File: config.mk
export PLATFORM = sky130hd
export DESIGN_NAME = grid_footprint_outline
export DESIGN_NICKNAME = d
export VERILOG_FILES = /design/src/gfo_pkg.sv /design/src/gfo_iso.sv /design/src/gfo_edges.sv /design/src/grid_footprint_outline.sv
export SDC_FILE = /design/constraint.sdc
export NUM_CORES = 1
export LEC_CHECK = 0
export CORE_UTILIZATION = 37
export DETAILED_ROUTE_END_ITERATION = 6
export DONT_BUFFER_PORTS = 1
export SYNTH_ARGS = -nofsm -noshare
export SYNTH_HDL_FRONTEND = slang
export SYNTH_SLANG_ARGS = --single-unit
File: constraint.sdc
create_clock -name clk -period 5.5 [get_ports clk]
set_clock_uncertainty 0.05 [all_clocks]
set_input_delay 1.375 -clock clk [delete_from_list [all_inputs] [get_ports clk]]
set_output_delay 1.375 -clock clk [all_outputs]
set_load 0.05 [all_outputs]
File: src/gfo_pkg.sv
// shared codes, widths and types of the grid footprint outline block
`default_nettype none

package gfo_pkg;

  localparam int CMD_W      = 2;
  localparam int CELL_W     = 3;
  localparam int LINE_W     = 4;
  localparam int PX_X_W     = 9;
  localparam int PX_Y_W     = 8;
  localparam int STATUS_W   = 2;
  localparam int CFG_IDX_W  = 1;
  localparam int CFG_DATA_W = 4;

  localparam int PIX_X_STEP = 30;
  localparam int PIX_Y_STEP = 15;

  localparam logic [CMD_W-1:0] CMD_CLEAR  = 2'd0;
  localparam logic [CMD_W-1:0] CMD_ADD    = 2'd1;
  localparam logic [CMD_W-1:0] CMD_SCAN_H = 2'd2;
  localparam logic [CMD_W-1:0] CMD_SCAN_V = 2'd3;

  localparam logic [STATUS_W-1:0] STATUS_SEG    = 2'd0;
  localparam logic [STATUS_W-1:0] STATUS_REJECT = 2'd1;
  localparam logic [STATUS_W-1:0] STATUS_EMPTY  = 2'd2;

  localparam logic [CFG_IDX_W-1:0] CFG_WIDTH  = 1'd0;
  localparam logic [CFG_IDX_W-1:0] CFG_HEIGHT = 1'd1;

  localparam logic [CFG_DATA_W-1:0] SIDE_RESET = 4'd1;

  typedef struct packed {
    logic              clear;
    logic              toggle;
    logic [CELL_W-1:0] cx;
    logic [CELL_W-1:0] cy;
  } edge_cmd_t;

endpackage

`default_nettype wire

File: src/gfo_iso.sv
// grid corner to isometric pixel conversion unit
`default_nettype none

module gfo_iso #(
  parameter int MAX_SIDE = 8,
  localparam int SIDE_W = $clog2(MAX_SIDE + 1)
) (
  input  logic [SIDE_W-1:0]                gx,
  input  logic [SIDE_W-1:0]                gy,
  output logic signed [gfo_pkg::PX_X_W-1:0] px_x,
  output logic [gfo_pkg::PX_Y_W-1:0]        px_y
);

  logic signed [SIDE_W+1:0] diff;
  logic [SIDE_W:0]          sum;
  int                       prod_x;
  int                       prod_y;

  always_comb begin
    diff   = $signed({2'b00, gx}) - $signed({2'b00, gy});
    sum    = {1'b0, gx} + {1'b0, gy};
    prod_x = int'(diff) * gfo_pkg::PIX_X_STEP;
    prod_y = int'(sum) * gfo_pkg::PIX_Y_STEP;
    px_x   = prod_x[gfo_pkg::PX_X_W-1:0];
    px_y   = prod_y[gfo_pkg::PX_Y_W-1:0];
  end

endmodule

`default_nettype wire

File: src/gfo_edges.sv
// row and column edge bitmaps with cell toggle and line read
`default_nettype none

module gfo_edges #(
  parameter int MAX_SIDE = 8,
  localparam int SIDE_W = $clog2(MAX_SIDE + 1)
) (
  input  logic               clk,
  input  logic               rst,
  input  gfo_pkg::edge_cmd_t edge_cmd,
  input  logic               rd_vert,
  input  logic [SIDE_W-1:0]  rd_line,
  output logic [MAX_SIDE-1:0] rd_bits
);

  logic [MAX_SIDE-1:0] row_edges [MAX_SIDE+1];
  logic [MAX_SIDE-1:0] column_edges [MAX_SIDE+1];
  logic [MAX_SIDE-1:0] x_bit;
  logic [MAX_SIDE-1:0] y_bit;

  always_comb begin
    for (int b = 0; b < MAX_SIDE; b++) begin
      x_bit[b] = (int'(edge_cmd.cx) == b);
      y_bit[b] = (int'(edge_cmd.cy) == b);
    end
  end

  always_ff @(posedge clk) begin
    if (rst || edge_cmd.clear) begin
      for (int r = 0; r <= MAX_SIDE; r++) begin
        row_edges[r]    <= '0;
        column_edges[r] <= '0;
      end
    end else if (edge_cmd.toggle) begin
      for (int r = 0; r <= MAX_SIDE; r++) begin
        if (int'(edge_cmd.cy) == r || int'(edge_cmd.cy) + 1 == r) begin
          row_edges[r] <= row_edges[r] ^ x_bit;
        end
        if (int'(edge_cmd.cx) == r || int'(edge_cmd.cx) + 1 == r) begin
          column_edges[r] <= column_edges[r] ^ y_bit;
        end
      end
    end
  end

  always_comb begin
    rd_bits = '0;
    if (int'(rd_line) <= MAX_SIDE) begin
      rd_bits = rd_vert ? column_edges[rd_line] : row_edges[rd_line];
    end
  end

endmodule

`default_nettype wire

File: src/grid_footprint_outline.sv
// top level: command sequencer, line scan and result register
// add and clear take effect on the accepting edge; cmd_stall is low in idle
// a rejected add or an empty line passes through ST_STATUS to its status result
// a scan walks one edge bit per cycle, unless res_stall holds it, through the
// shared pixel unit; the next command is taken after its last segment
// rst clears both edge bitmaps at once and sets width and height to one
`default_nettype none

module grid_footprint_outline #(
  parameter int MAX_SIDE = 8
) (
  input  logic                               clk,
  input  logic                               rst,
  input  logic                               cfg_valid,
  output logic                               cfg_ready,
  input  logic [gfo_pkg::CFG_IDX_W-1:0]      cfg_index,
  input  logic [gfo_pkg::CFG_DATA_W-1:0]     cfg_data,
  input  logic                               cmd_valid,
  output logic                               cmd_stall,
  input  logic [gfo_pkg::CMD_W-1:0]          command,
  input  logic [gfo_pkg::CELL_W-1:0]         cell_x,
  input  logic [gfo_pkg::CELL_W-1:0]         cell_y,
  input  logic [gfo_pkg::LINE_W-1:0]         line_index,
  output logic                               res_valid,
  input  logic                               res_stall,
  output logic signed [gfo_pkg::PX_X_W-1:0]  start_px_x,
  output logic [gfo_pkg::PX_Y_W-1:0]         start_px_y,
  output logic signed [gfo_pkg::PX_X_W-1:0]  end_px_x,
  output logic [gfo_pkg::PX_Y_W-1:0]         end_px_y,
  output logic [gfo_pkg::STATUS_W-1:0]       status,
  output logic                               last
);

  localparam int SIDE_W = $clog2(MAX_SIDE + 1);

  typedef enum logic [1:0] {ST_IDLE, ST_STATUS, ST_SCAN} state_t;

  state_t                             state;
  logic [gfo_pkg::CFG_DATA_W-1:0]     foot_width;
  logic [gfo_pkg::CFG_DATA_W-1:0]     foot_height;
  logic [gfo_pkg::STATUS_W-1:0]       pend_status;
  logic [MAX_SIDE-1:0]                scan_bits;
  logic [SIDE_W-1:0]                  scan_len;
  logic [SIDE_W-1:0]                  scan_pos;
  logic [SIDE_W-1:0]                  scan_line;
  logic                               scan_vert;
  logic                               run_on;
  logic signed [gfo_pkg::PX_X_W-1:0]  run_px_x;
  logic [gfo_pkg::PX_Y_W-1:0]         run_px_y;

  logic [SIDE_W-1:0]                  w_side;
  logic [SIDE_W-1:0]                  h_side;
  logic [SIDE_W-1:0]                  line_limit;
  logic [SIDE_W-1:0]                  sel_len;
  logic [MAX_SIDE-1:0]                len_mask;
  logic [MAX_SIDE-1:0]                rd_bits;
  logic [MAX_SIDE-1:0]                load_bits;
  logic                               is_vert_cmd;
  logic                               line_bad;
  logic                               add_ok;
  logic                               accept;
  logic                               slot_free;
  logic                               set_now;
  logic                               need_emit;
  logic                               rest_empty;
  logic                               scan_go;
  logic                               res_load;
  logic [SIDE_W-1:0]                  iso_gx;
  logic [SIDE_W-1:0]                  iso_gy;
  logic signed [gfo_pkg::PX_X_W-1:0]  iso_px_x;
  logic [gfo_pkg::PX_Y_W-1:0]         iso_px_y;
  gfo_pkg::edge_cmd_t                 edge_cmd;

  always_comb begin
    w_side = (int'(foot_width) > MAX_SIDE) ? SIDE_W'(MAX_SIDE) : SIDE_W'(foot_width);
    h_side = (int'(foot_height) > MAX_SIDE) ? SIDE_W'(MAX_SIDE) : SIDE_W'(foot_height);
    is_vert_cmd = (command == gfo_pkg::CMD_SCAN_V);
    line_limit  = is_vert_cmd ? w_side : h_side;
    sel_len     = is_vert_cmd ? h_side : w_side;
    line_bad    = int'(line_index) > int'(line_limit);
    for (int b = 0; b < MAX_SIDE; b++) begin
      len_mask[b] = (b < int'(sel_len));
    end
    load_bits = rd_bits & len_mask;
    add_ok    = (int'(cell_x) < int'(w_side)) && (int'(cell_y) < int'(h_side));
    accept    = cmd_valid && (state == ST_IDLE);

    edge_cmd.clear  = accept && (command == gfo_pkg::CMD_CLEAR);
    edge_cmd.toggle = accept && (command == gfo_pkg::CMD_ADD) && add_ok;
    edge_cmd.cx     = cell_x;
    edge_cmd.cy     = cell_y;

    slot_free  = !res_valid || !res_stall;
    set_now    = scan_bits[0] && (scan_pos != scan_len);
    need_emit  = run_on && !set_now;
    rest_empty = ((scan_bits >> 1) == '0);
    scan_go    = !need_emit || slot_free;
    res_load   = ((state == ST_STATUS) && slot_free) ||
                 ((state == ST_SCAN) && scan_go && need_emit);
    iso_gx     = scan_vert ? scan_line : scan_pos;
    iso_gy     = scan_vert ? scan_pos : scan_line;
  end

  assign cmd_stall = (state != ST_IDLE);
  assign cfg_ready = 1'b1;

  gfo_edges #(.MAX_SIDE(MAX_SIDE)) u_edges (
    .clk      (clk),
    .rst      (rst),
    .edge_cmd (edge_cmd),
    .rd_vert  (is_vert_cmd),
    .rd_line  (SIDE_W'(line_index)),
    .rd_bits  (rd_bits)
  );

  gfo_iso #(.MAX_SIDE(MAX_SIDE)) u_iso (
    .gx   (iso_gx),
    .gy   (iso_gy),
    .px_x (iso_px_x),
    .px_y (iso_px_y)
  );

  always_ff @(posedge clk) begin
    if (rst) begin
      state       <= ST_IDLE;
      foot_width  <= gfo_pkg::SIDE_RESET;
      foot_height <= gfo_pkg::SIDE_RESET;
      res_valid   <= 1'b0;
      run_on      <= 1'b0;
    end else begin
      if (res_load) begin
        res_valid <= 1'b1;
      end else if (!res_stall) begin
        res_valid <= 1'b0;
      end
      if (cfg_valid) begin
        case (cfg_index)
          gfo_pkg::CFG_WIDTH:  foot_width  <= cfg_data;
          gfo_pkg::CFG_HEIGHT: foot_height <= cfg_data;
          default: ;
        endcase
      end
      case (state)
        ST_IDLE: begin
          if (accept) begin
            case (command)
              gfo_pkg::CMD_ADD: begin
                if (!add_ok) begin
                  pend_status <= gfo_pkg::STATUS_REJECT;
                  state       <= ST_STATUS;
                end
              end
              gfo_pkg::CMD_SCAN_H, gfo_pkg::CMD_SCAN_V: begin
                if (line_bad || load_bits == '0) begin
                  pend_status <= gfo_pkg::STATUS_EMPTY;
                  state       <= ST_STATUS;
                end else begin
                  scan_bits <= load_bits;
                  scan_len  <= sel_len;
                  scan_pos  <= '0;
                  scan_line <= SIDE_W'(line_index);
                  scan_vert <= is_vert_cmd;
                  run_on    <= 1'b0;
                  state     <= ST_SCAN;
                end
              end
              default: ;
            endcase
          end
        end
        ST_STATUS: begin
          if (slot_free) begin
            start_px_x <= '0;
            start_px_y <= '0;
            end_px_x   <= '0;
            end_px_y   <= '0;
            status     <= pend_status;
            last       <= 1'b1;
            state      <= ST_IDLE;
          end
        end
        ST_SCAN: begin
          if (scan_go) begin
            if (set_now && !run_on) begin
              run_px_x <= iso_px_x;
              run_px_y <= iso_px_y;
              run_on   <= 1'b1;
            end
            if (need_emit) begin
              start_px_x <= run_px_x;
              start_px_y <= run_px_y;
              end_px_x   <= iso_px_x;
              end_px_y   <= iso_px_y;
              status     <= gfo_pkg::STATUS_SEG;
              last       <= rest_empty;
              run_on     <= 1'b0;
              if (rest_empty) begin
                state <= ST_IDLE;
              end
            end
            scan_pos  <= scan_pos + 1'b1;
            scan_bits <= scan_bits >> 1;
          end
        end
        default: state <= ST_IDLE;
      endcase
    end
  end

endmodule

`default_nettype wire

# Word level (Yosys, flattened, before mapping)
# Memory sizes are Yosys's and may differ from the RTL's.
# Cells that the tools add are included.
# word_totals
ff_bits,88
mem_bits_rw,144
inputBits,22
output_inout_bits,40
elab_cells,342
memories,2
# mem_list
memory,words,word_bits,rd,rd_clocked_by_memory_dff,wr,line,text
u_edges.column_edges,9,8,10,0,9,gfo_edges.sv:17,logic [MAX_SIDE-1:0] column_edges [MAX_SIDE+1];
u_edges.row_edges,9,8,10,0,9,gfo_edges.sv:16,logic [MAX_SIDE-1:0] row_edges [MAX_SIDE+1];
# op_classes
addsub,5
n_mul,2
n_lt_le_gt_ge,14
eq_ne,49
mux,152
bitwise_logic,40
n_reduce_logical,59
# op_table
op,n
$eq 32x4->1 const B,8
$mux 8,29
$xor 8x8->8,18
$eq 32x3->1 const B,4
$mux 1,85
$eq 32x2->1 const B,2
$eq 32x5->1 const B,2
$logic_not 32->1,2
$pmux 8 s2,3
$mux 9,5
$mux 4,10
$pmux 9 s2,2
$eq 3x3->1 const B,8
$mux 2,11
$logic_or 1x1->1,21
$or 1x1->1,18
$reduce_and 6->1,3
$logic_not 8->1,2
$lt 3x4->1 const A,4
$ne 2x2->1 const B,8
$eq 3x2->1 const B,4
$pmux 2 s2,3
$logic_and 1x1->1,11
$reduce_and 5->1,2
33 further kinds,56

# Logic depth before layout (Yosys ltp)
# Gate-level depths: netlist (run 1).
# logic_depth
depth_word,11
ltp_mapped,19
mapped_depth_nobuf,18

# Modules after synthesis
# From an unflattened synthesis (run 1), not the netlist that was laid out.
# unflattened
hier_cells,1137
hier_area_um2,13503.0
# modules_own_cells
module,n_inst,cells_per_inst,area_per_inst_um2,seq_area_each_um2
gfo_edges,1,686,8195.4,4324.1
grid_footprint_outline,1,320,4117.7,2552.4
gfo_iso,1,131,1189.9,0.0

# Worst setup path before layout (run 1)
# Ideal clock, no wire load.
# synth_timing
path_kind,register -> register
start,register scan_vert
end,"register end_px_y[7] (netlist name), data pin"
setup_time_ps,255
t_arrival_ps,4318
t_required_ps,5195
setup_slack_ps,877
path_stages_with_launch,17
n_path_buf,1
synth_period_minus_slack_ps,4623
cell_sequence,edfxtp_1 -> clkbuf_1 -> mux2_2 -> ha_1 -> fa_1 -> xor2_1 -> inv_1 -> fa_1 -> fa_1 -> inv_1 -> ha_1 -> a21o_1 -> a21oi_1 -> o21bai_1 -> a21oi_1 -> xnor2_1 -> and2_1
# synth_between
elab_chain_cells,6
elab_cells_between_ends,7
cone_classes,add/sub (1); mul (1); mux (5)
# synth_rtl
element,line,text
from (decl),grid_footprint_outline.sv:46,logic scan_vert;
from (signal assigned),grid_footprint_outline.sv:162,scan_vert <= is_vert_cmd;
$mux 4 (on tied branches),"grid_footprint_outline.sv:100, grid_footprint_outline.sv:101",
$add 4x4->5 *,gfo_iso.sv:21,"sum = {1'b0, gx} + {1'b0, gy};"
$mul 5x4->8 *,gfo_iso.sv:23,prod_y = int'(sum) * gfo_pkg::PIX_Y_STEP;
net iso_px_y (one bit),grid_footprint_outline.sv:71,logic [gfo_pkg::PX_Y_W-1:0] iso_px_y;
$mux 8 *,grid_footprint_outline.sv:189,if (need_emit) begin
$mux 8 *,grid_footprint_outline.sv:183,if (scan_go) begin
$pmux 8 s2 *,grid_footprint_outline.sv:143,case (state)
to (signal assigned),grid_footprint_outline.sv:193,end_px_y <= iso_px_y;
to (decl),grid_footprint_outline.sv:29,"output logic [gfo_pkg::PX_Y_W-1:0] end_px_y,"
# Mark *: on every way through the listed nets, which the timed path passes. The rest lies on a longest branch. The select of a mux whose other input is x is not followed.
# A chain may end at the register's enable or synchronous reset.

# Worst setup path in the final report (run 1)
# layout_timing
start,register scan_vert
end,"register end_px_x[8] (netlist name), data pin"
# layout_between
elab_chain_cells,6
elab_cells_between_ends,7
cone_classes,add/sub (1); mul (1); mux (5)
# layout_rtl
element,line,text
$mux 4 (on tied branches),"grid_footprint_outline.sv:100, grid_footprint_outline.sv:101",
$sub 4x4->5 *,gfo_iso.sv:20,"diff = $signed({2'b00, gx}) - $signed({2'b00, gy});"
$mul 5x5->8 *,gfo_iso.sv:22,prod_x = int'(diff) * gfo_pkg::PIX_X_STEP;
net iso_px_x (one bit),grid_footprint_outline.sv:70,logic signed [gfo_pkg::PX_X_W-1:0] iso_px_x;
$mux 9 *,grid_footprint_outline.sv:189,
$mux 9 *,grid_footprint_outline.sv:183,
$pmux 9 s2 *,grid_footprint_outline.sv:143,
to (signal assigned),grid_footprint_outline.sv:192,end_px_x <= iso_px_x;
to (decl),grid_footprint_outline.sv:28,"output logic signed [gfo_pkg::PX_X_W-1:0] end_px_x,"
# Marks and branches as above.

==> results.py, run 1 <==
metrics = {
    "sta": {
        "fin_crit_ns": 4.71,
        "rsz0062_at_grt": "no",
        "fin_crit_sh_pct": 85.6,
        "setup_slack_ns": 0.790,
        "slew_violations": 0,
        "hold_viol_final": 0,
        "relSlewSlack_pct": 22.8,
        "tns_ns": 0,
        "clock.fmax_mhz": 212,
        "worstMarginPinSlew_ns": 1.15,
        "setup_viol": 0,
    },
    "drt": {
        "via_per_inst": 5.13,
        "vias": 7890,
        "drt_iter0_markers": 535,
        "drtPass1Iterations": 5,
        "route.detailed.drc": 0,
        "wl_per_cell_um": 18.4,
        "wl_um": 28400,
        "antenna_left": 0,
    },
    "final_layout": {
        "final_common_cell": "edfxtp_1",
        "final_cells": 1539,
        "final_cell_mix": "edfxtp_1, nor2_1, xnor2_1",
        "nets": 1151,
        "antennaDiodeCount": 0,
        "syn2layout_area_growth_pct": 10.9,
        "final_layout_size_suffix_gt1_share_pct": 11.2,
    },
    "min_path": {
        "hold_class": "reg2reg",
        "min_path_cells": 2,
    },
    "critical_path": {
        "r2r_setup_slack_ns": 0.79,
        "cp-start-kind": "register",
        "cp_slowest_cell": "edfxtp_1",
        "end_kind": "register",
        "crit_arrival_ns": 4.94,
        "cp_max_fo": 8,
        "crit_chain": "mux2i_1 -> ha_1 -> inv_1 -> fa_1 -> xnor2_1 -> ha_1 -> inv_1 -> fa_1 -> fa_1 -> inv_1 -> ha_1 -> a21oi_1 -> o21bai_1 -> a21oi_1 -> xnor2_1 -> xnor2_1 -> and2_1",
        "reg2regPathDepth": 17,
        "required_ns": 5.73,
        "crit_path_max_incr_delay_ns": 0.53,
        "path_class": "reg2reg",
    },
    "pwr": {
        "power.leakage_nw": 5.08,
        "power.density_nw_per_um2": 326,
        "vdd_ir_drop_max_uv": 217,
    },
    "floorplan": {
        "rows": 67,
        "core_area_um2": 33900,
        "die-width_um": 188,
        "num_io_pins": 62,
        "die-area_um2": 35500,
        "die_y_um": 188,
        "start_util_pct": 38.0,
    },
    "global_route": {
        "grt_pass1_vias": 7904,
        "grt_max_degree": 73,
        "grt_pass1_wl_um": 44900,
        "antenna_found_initial": 0,
        "overflow": 0,
        "track_usage_pct": 16.0,
    },
    "yosys": {
        "synth_area_um2": 12900,
        "netlist_instances": 1084,
        "ys_ff_latch": 227,
        "synth_top_area_share_pct": 50.2,
        "async_flop_share_pct": 0,
        "synthTopCellsByArea": "edfxtp_1, xnor2_1, nor2_1",
        "netlist.top_cell.by_area": "edfxtp_1",
        "synth_seq_area_share_pct": 52.0,
        "yosysUniqueCellTypes": 62,
        "synth_edf_count": 215,
        "yosysWarnings": 0,
        "avgSynthCellArea_um2": 11.9,
        "synth_flop_cell": "edfxtp_1",
    },
    "clock_tree": {
        "cts_tree": "done",
        "htreeDepth": 1,
        "clk_pin_slew_ns": 0.06,
        "clockBufferDepth": 3,
        "ctsHoldBuffers": 0,
        "cts_root_buffer": "clkbuf_16",
        "cts_setup_buffers": 0,
        "clock_latency_ns": 0.53,
        "cts_sinks": 227,
        "ctsResizeCount": 0,
        "cts_made_buffers": 26,
    },
    "placement": {
        "place_inst": 1491,
        "pre_cts_slack_ns": 0.813,
        "dp_hpwl_um": 19000,
        "gp_congestion": 0.891,
        "port_buffers": 0,
    },
    "run_status": {
        "outcome": "finished clean",
    },
    "job": {
        "drv_cap": 0,
    },
}
[stage by stage]
step	hold slack [ns]	utilization, %	area (um^2)	total power, mW
floorplan	0.399	-	12900	2.70
global placement	0.406	39.4	13400	2.84
detailed placement	0.414	39.4	13400	2.85
CTS	0.422	42.1	14300	4.70
global route	0.457	42.1	14300	4.83
finish	0.420	42.1	14300	4.65
[logic make-up after synthesis]
logic type	Yosys count	share of synthesized area, %
muxes	75	8.41
other	2	0.0584
and+or+nand+nor	309	11.3
xor gates and xnor gates	171	11.6
buffers and inverters	121	3.90
DFF	227	52.0
adders and majority gates	58	6.46
AOI/OAI and AO/OA	121	6.19
[worst paths after layout]
| kind | to | startpoint |
|---|---|---|
| worst max register to register | end_px_x[8] | scan_vert |
| worst min-delay path | state[1] | state[1] |
| worst min register to register | state[1] | state[1] |
| worst max-delay path | end_px_x[8] | scan_vert |
[Yosys cell counts, types with 6 or more instances]
| library cell | instances |
|---|---|
| buf_1 | 7 |
| inv_1 | 50 |
| dfxtp_1 | 12 |
| nand3_1 | 8 |
| mux2i_1 | 31 |
| edfxtp_1 | 215 |
| mux2_2 | 20 |
| nand2b_1 | 16 |
| mux4_2 | 22 |
| a22oi_1 | 7 |
| o31ai_1 | 7 |
| nor2b_1 | 19 |
| a21o_1 | 6 |
| o221ai_1 | 6 |
| fa_1 | 14 |
| ha_1 | 44 |
| xor2_1 | 46 |
| nor3_1 | 8 |
| nand2_1 | 24 |
| o21ai_0 | 23 |
| a21oi_1 | 33 |
| and2_1 | 35 |
| clkbuf_1 | 50 |
| xnor2_1 | 125 |
| nor2_1 | 173 |
[report_power, final]
part	internal (mW)	switching, mW
sequential	2.02	0.135
clock	1.14	0.702
combinational	0.291	0.370
[worst max-delay path, delay by kind of cell (launching register included)]
| family | cells | cell delay [ns] |
|---|---|---|
| buffers and inverters | 3 | 0.17 |
| AOI/OAI and AO/OA | 3 | 0.48 |
| DFF | 1 | 0.53 |
| and+or+nand+nor | 1 | 0.15 |
| muxes | 1 | 0.30 |
| adders and majority gates | 6 | 2.18 |
| xor gates and xnor gates | 3 | 0.58 |
[state kept, by name, indices dropped and copies added (netlist names), 7 cells and up]
register              flops
scan_bits                 8
run_px_y                  7
start_px_x                7
end_px_y                  8
u_edges.row_edges        72
run_px_x                  8
end_px_x                  7
start_px_y                8
u_edges.column_edges     72
[metal layers]
metal  vias to the layer above  wire, um  global-route usage, %
li1                       3768         -                      -
met1                      3881     13200                   22.4
met2                       206     13100                   26.0
met3                        35      1410                   2.14
met4                         0       660                   4.53
met5                         -         0                      0
[layout make-up]
class                   count  area, um^2
fillers                  3182       19600
flip-flops and latches    227        6700
multi-input cells         737        5700
clock buffers              34         702
well taps                 448         561
repair buffers             28         210
clock inverters            14         208
inverters                  51         191
Power figures use the tool's default switching activity.
==> run 2: changes to the inputs <==
- RECOVER_POWER: unset -> 100
- SYNTH_HIERARCHICAL: unset -> 1
==> run 2 against run 1 <==
Compared with the run above: area after synthesis is 4.9% higher; maximum frequency is 6.1% lower; combinational power hardly changed; routed wire length is 5.9% higher; highest routed layer is now met5; largest power group unchanged; the flow now finishes with violations (design-rule violations, max-capacitance violations, max-slew violations); power is 0.36% lower; global-route usage is 0.43 points higher; sequential cell count is 6 higher; via count is 4.4% higher; clock power hardly changed; synthesized cell count is 4.9% higher.
==> results.py, run 2 <==
metrics = {
    "run_status": {
        "outcome": "finished with violations",
        "failed_checks": "design-rule violations, max-capacitance violations, max-slew violations",
    },
    "sta": {
        "setup_slack_ns": 0.485,
        "fin_crit_ns": 5.02,
        "fin_crit_sh_pct": 91.2,
        "setup_viol": 0,
        "tns_ns": 0,
        "rsz0062_at_grt": "no",
        "slew_violations": 177,
        "relSlewSlack_pct": -24.4,
        "clock.fmax_mhz": 199,
        "fin_hold_ws_ns": 0.422,
        "worstMarginPinSlew_ns": 1.87,
        "hold_viol_final": 0,
    },
    "critical_path": {
        "crit_chain": "nand2_1 -> inv_8 -> o21ai_0 -> a2111oi_0 -> a22oi_1 -> nand2_1 -> a21oi_1 -> o311ai_0 -> nand2_2 -> a2111oi_2 -> clkbuf_1",
        "path_buf_inv": 2,
        "cp-start-kind": "primary input",
        "crit_arrival_ns": 5.14,
        "r2r_setup_slack_ns": 0.84,
        "end_kind": "register",
        "crit_path_max_incr_delay_ns": 0.96,
        "reg2regPathDepth": 15,
        "reg2reg_to": "end_px_y[6]",
        "cp_max_fo": 23,
        "r2r_start": "scan_vert",
        "cp_slowest_cell": "o311ai_0",
        "required_ns": 5.62,
        "cp_top_family": "compound AO/OA/AOI/OAI gates",
        "path_class": "in2reg",
        "cpMostUsedCell": "nand2_1",
    },
    "placement": {
        "port_buffers": 0,
        "pre_cts_slack_ns": 0.812,
        "gp_congestion": 0.792,
        "place_inst": 1555,
        "dp_hpwl_um": 20200,
        "place_area_um2": 13800,
    },
    "floorplan": {
        "die-area_um2": 37300,
        "die-width_um": 193,
        "num_io_pins": 62,
        "start_util_pct": 37.8,
        "die_y_um": 193,
        "core_area_um2": 35700,
        "rows": 69,
    },
    "final_layout": {
        "fillers": 3494,
        "fin_util_pct": 40.9,
        "final_common_cell": "edfxtp_1",
        "seqCellArea_um2": 6880,
        "final_cells": 1604,
        "final_layout_size_suffix_gt1_share_pct": 9.89,
        "top_regs": "u_edges/column_edges x72, u_edges/row_edges x72",
        "multiInputGateArea_um2": 5960,
        "final_cell_mix": "edfxtp_1, nor2_1, xnor2_1",
        "syn2layout_area_growth_pct": 8.23,
        "nets": 1205,
        "fin_area_um2": 14600,
        "antennaDiodeCount": 0,
    },
    "drt": {
        "drt_iter0_markers": 563,
        "highest_layer": "met5",
        "wl_met2_um": 13900,
        "wl_um": 30100,
        "drt-met1-wl_um": 13600,
        "drtPass1Iterations": 7,
        "vias": 8234,
        "via_per_inst": 5.13,
        "antenna_left": 0,
        "routed-wl-met3_um": 1890,
        "wl_per_cell_um": 18.7,
        "route.detailed.drc": 13,
    },
    "global_route": {
        "overflow": 0,
        "track_usage_pct": 16.5,
        "antenna_found_initial": 1,
        "grt_max_degree": 73,
        "grt_pass1_vias": 8314,
        "grt_pass1_wl_um": 47400,
    },
    "clock_tree": {
        "cts_made_buffers": 27,
        "cts_sinks": 233,
        "ctsHoldBuffers": 0,
        "clockBufferDepth": 3,
        "clock_latency_ns": 0.56,
        "cts_tree": "done",
        "htreeDepth": 1,
        "ctsResizeCount": 0,
        "cts_root_buffer": "clkbuf_16",
        "cts_setup_buffers": 0,
        "clk_pin_slew_ns": 0.06,
    },
    "yosys": {
        "avgSynthCellArea_um2": 11.9,
        "async_flop_share_pct": 0,
        "synth_flop_cell": "edfxtp_1",
        "yosysUniqueCellTypes": 85,
        "netlist_instances": 1137,
        "netlist.top_cell.by_area": "edfxtp_1",
        "yosysMostFrequentCell": "edfxtp_1",
        "synth_edf_count": 221,
        "synthTopCellsByArea": "edfxtp_1, xnor2_1, nor2_1",
        "synth_seq_area_share_pct": 50.9,
        "yosysWarnings": 6,
        "synth_area_um2": 13500,
        "ys_ff_latch": 233,
        "ys_top_cells_by_count": "edfxtp_1, nor2_1, xnor2_1",
        "synth_fp_nets": 1219,
        "synth_top_area_share_pct": 49.1,
    },
    "min_path": {
        "hold_class": "reg2reg",
        "hp-start": "foot_height[2]",
        "min_path_cells": 2,
        "whs_endpoint": "foot_height[2]",
    },
    "job": {
        "drv_cap": 4,
    },
    "pwr": {
        "power.leakage_nw": 5.15,
        "fin_total_pwr_mw": 4.64,
        "power.density_nw_per_um2": 317,
        "vdd_ir_drop_max_uv": 221,
    },
}
## run 2: cell count changes in the layout (fill, tap and decap cells not counted), moves of 10 or more
cell / previous run / this run
and2_1: 35 / 16
nand2_1: 24 / 51
buf_4: 28 / 3
mux2_2: 20 / 10
nor2_2: 0 / 12
and2_0: 0 / 25
mux2i_1: 31 / 45
o21ai_0: 23 / 34
clkbuf_1: 7 / 20
## run 2: worst reg2reg max path, stage by stage (launching register included)
cell and delay, ns:
edfxtp_1 0.53, mux2_1 0.40, ha_1 0.23, fa_1 0.40, xnor2_1 0.53, inv_1 0.14
fa_1 0.55, inv_1 0.06, fa_1 0.54, inv_1 0.06, fa_1 0.39, nor2b_1 0.14
o21ai_0 0.08, nand2_1 0.08, xor2_1 0.07, and2_0 0.15
## run 2: cells by family (layout without fill, tap and decap cells)
logic type	Yosys count	count (layout)	share of synthesized area, %
multiplexers	75	75	7.34
adder cells (fa/ha/maj)	60	60	6.39
AO/OA/AOI/OAI	138	138	7.22
other	2	2	0.0556
AND/OR/NAND/NOR	344	344	12.3
flip-flops	233	233	50.9
XOR/XNOR	169	169	11.0
buffers and inverters	116	122	4.75
## run 2: layout make-up
type	count	share of cell area (%)
Clock buffer	29	4.67
Multi-Input combinational cell	788	40.8
Tap cell	461	3.95
Timing Repair Buffer	22	0.651
Inverter	51	1.40
Clock inverter	20	1.48
Sequential cell	233	47.1
## run 2: worst max-delay path by stage
stage                from           to  slack, ns  depth (start not counted)
6_report       command[0]  scan_pos[3]       0.48                         11
5_1_grt        command[0]  scan_pos[1]       0.24                         11
4_1_cts         scan_vert  end_px_y[6]       0.80                         15
3_5_place_dp    scan_vert  end_px_y[6]       0.81                         15
3_3_place_gp    scan_vert  end_px_y[7]       0.95                         14
2_1_floorplan         rst  end_px_x[0]       0.61                          2
## run 2: where the power goes
part / switching (mW) / total [mW] / internal, mW
logic: 0.383 / 0.661 / 0.278
clock network: 0.738 / 1.83 / 1.09
registers: 0.0945 / 2.15 / 2.05
## run 2: layer usage
layer,GRT usage [%],vias up
li1,-,3927
met1,22.2,4024
met2,27.4,233
met3,3.04,48
met4,4.00,2
met5,0,-
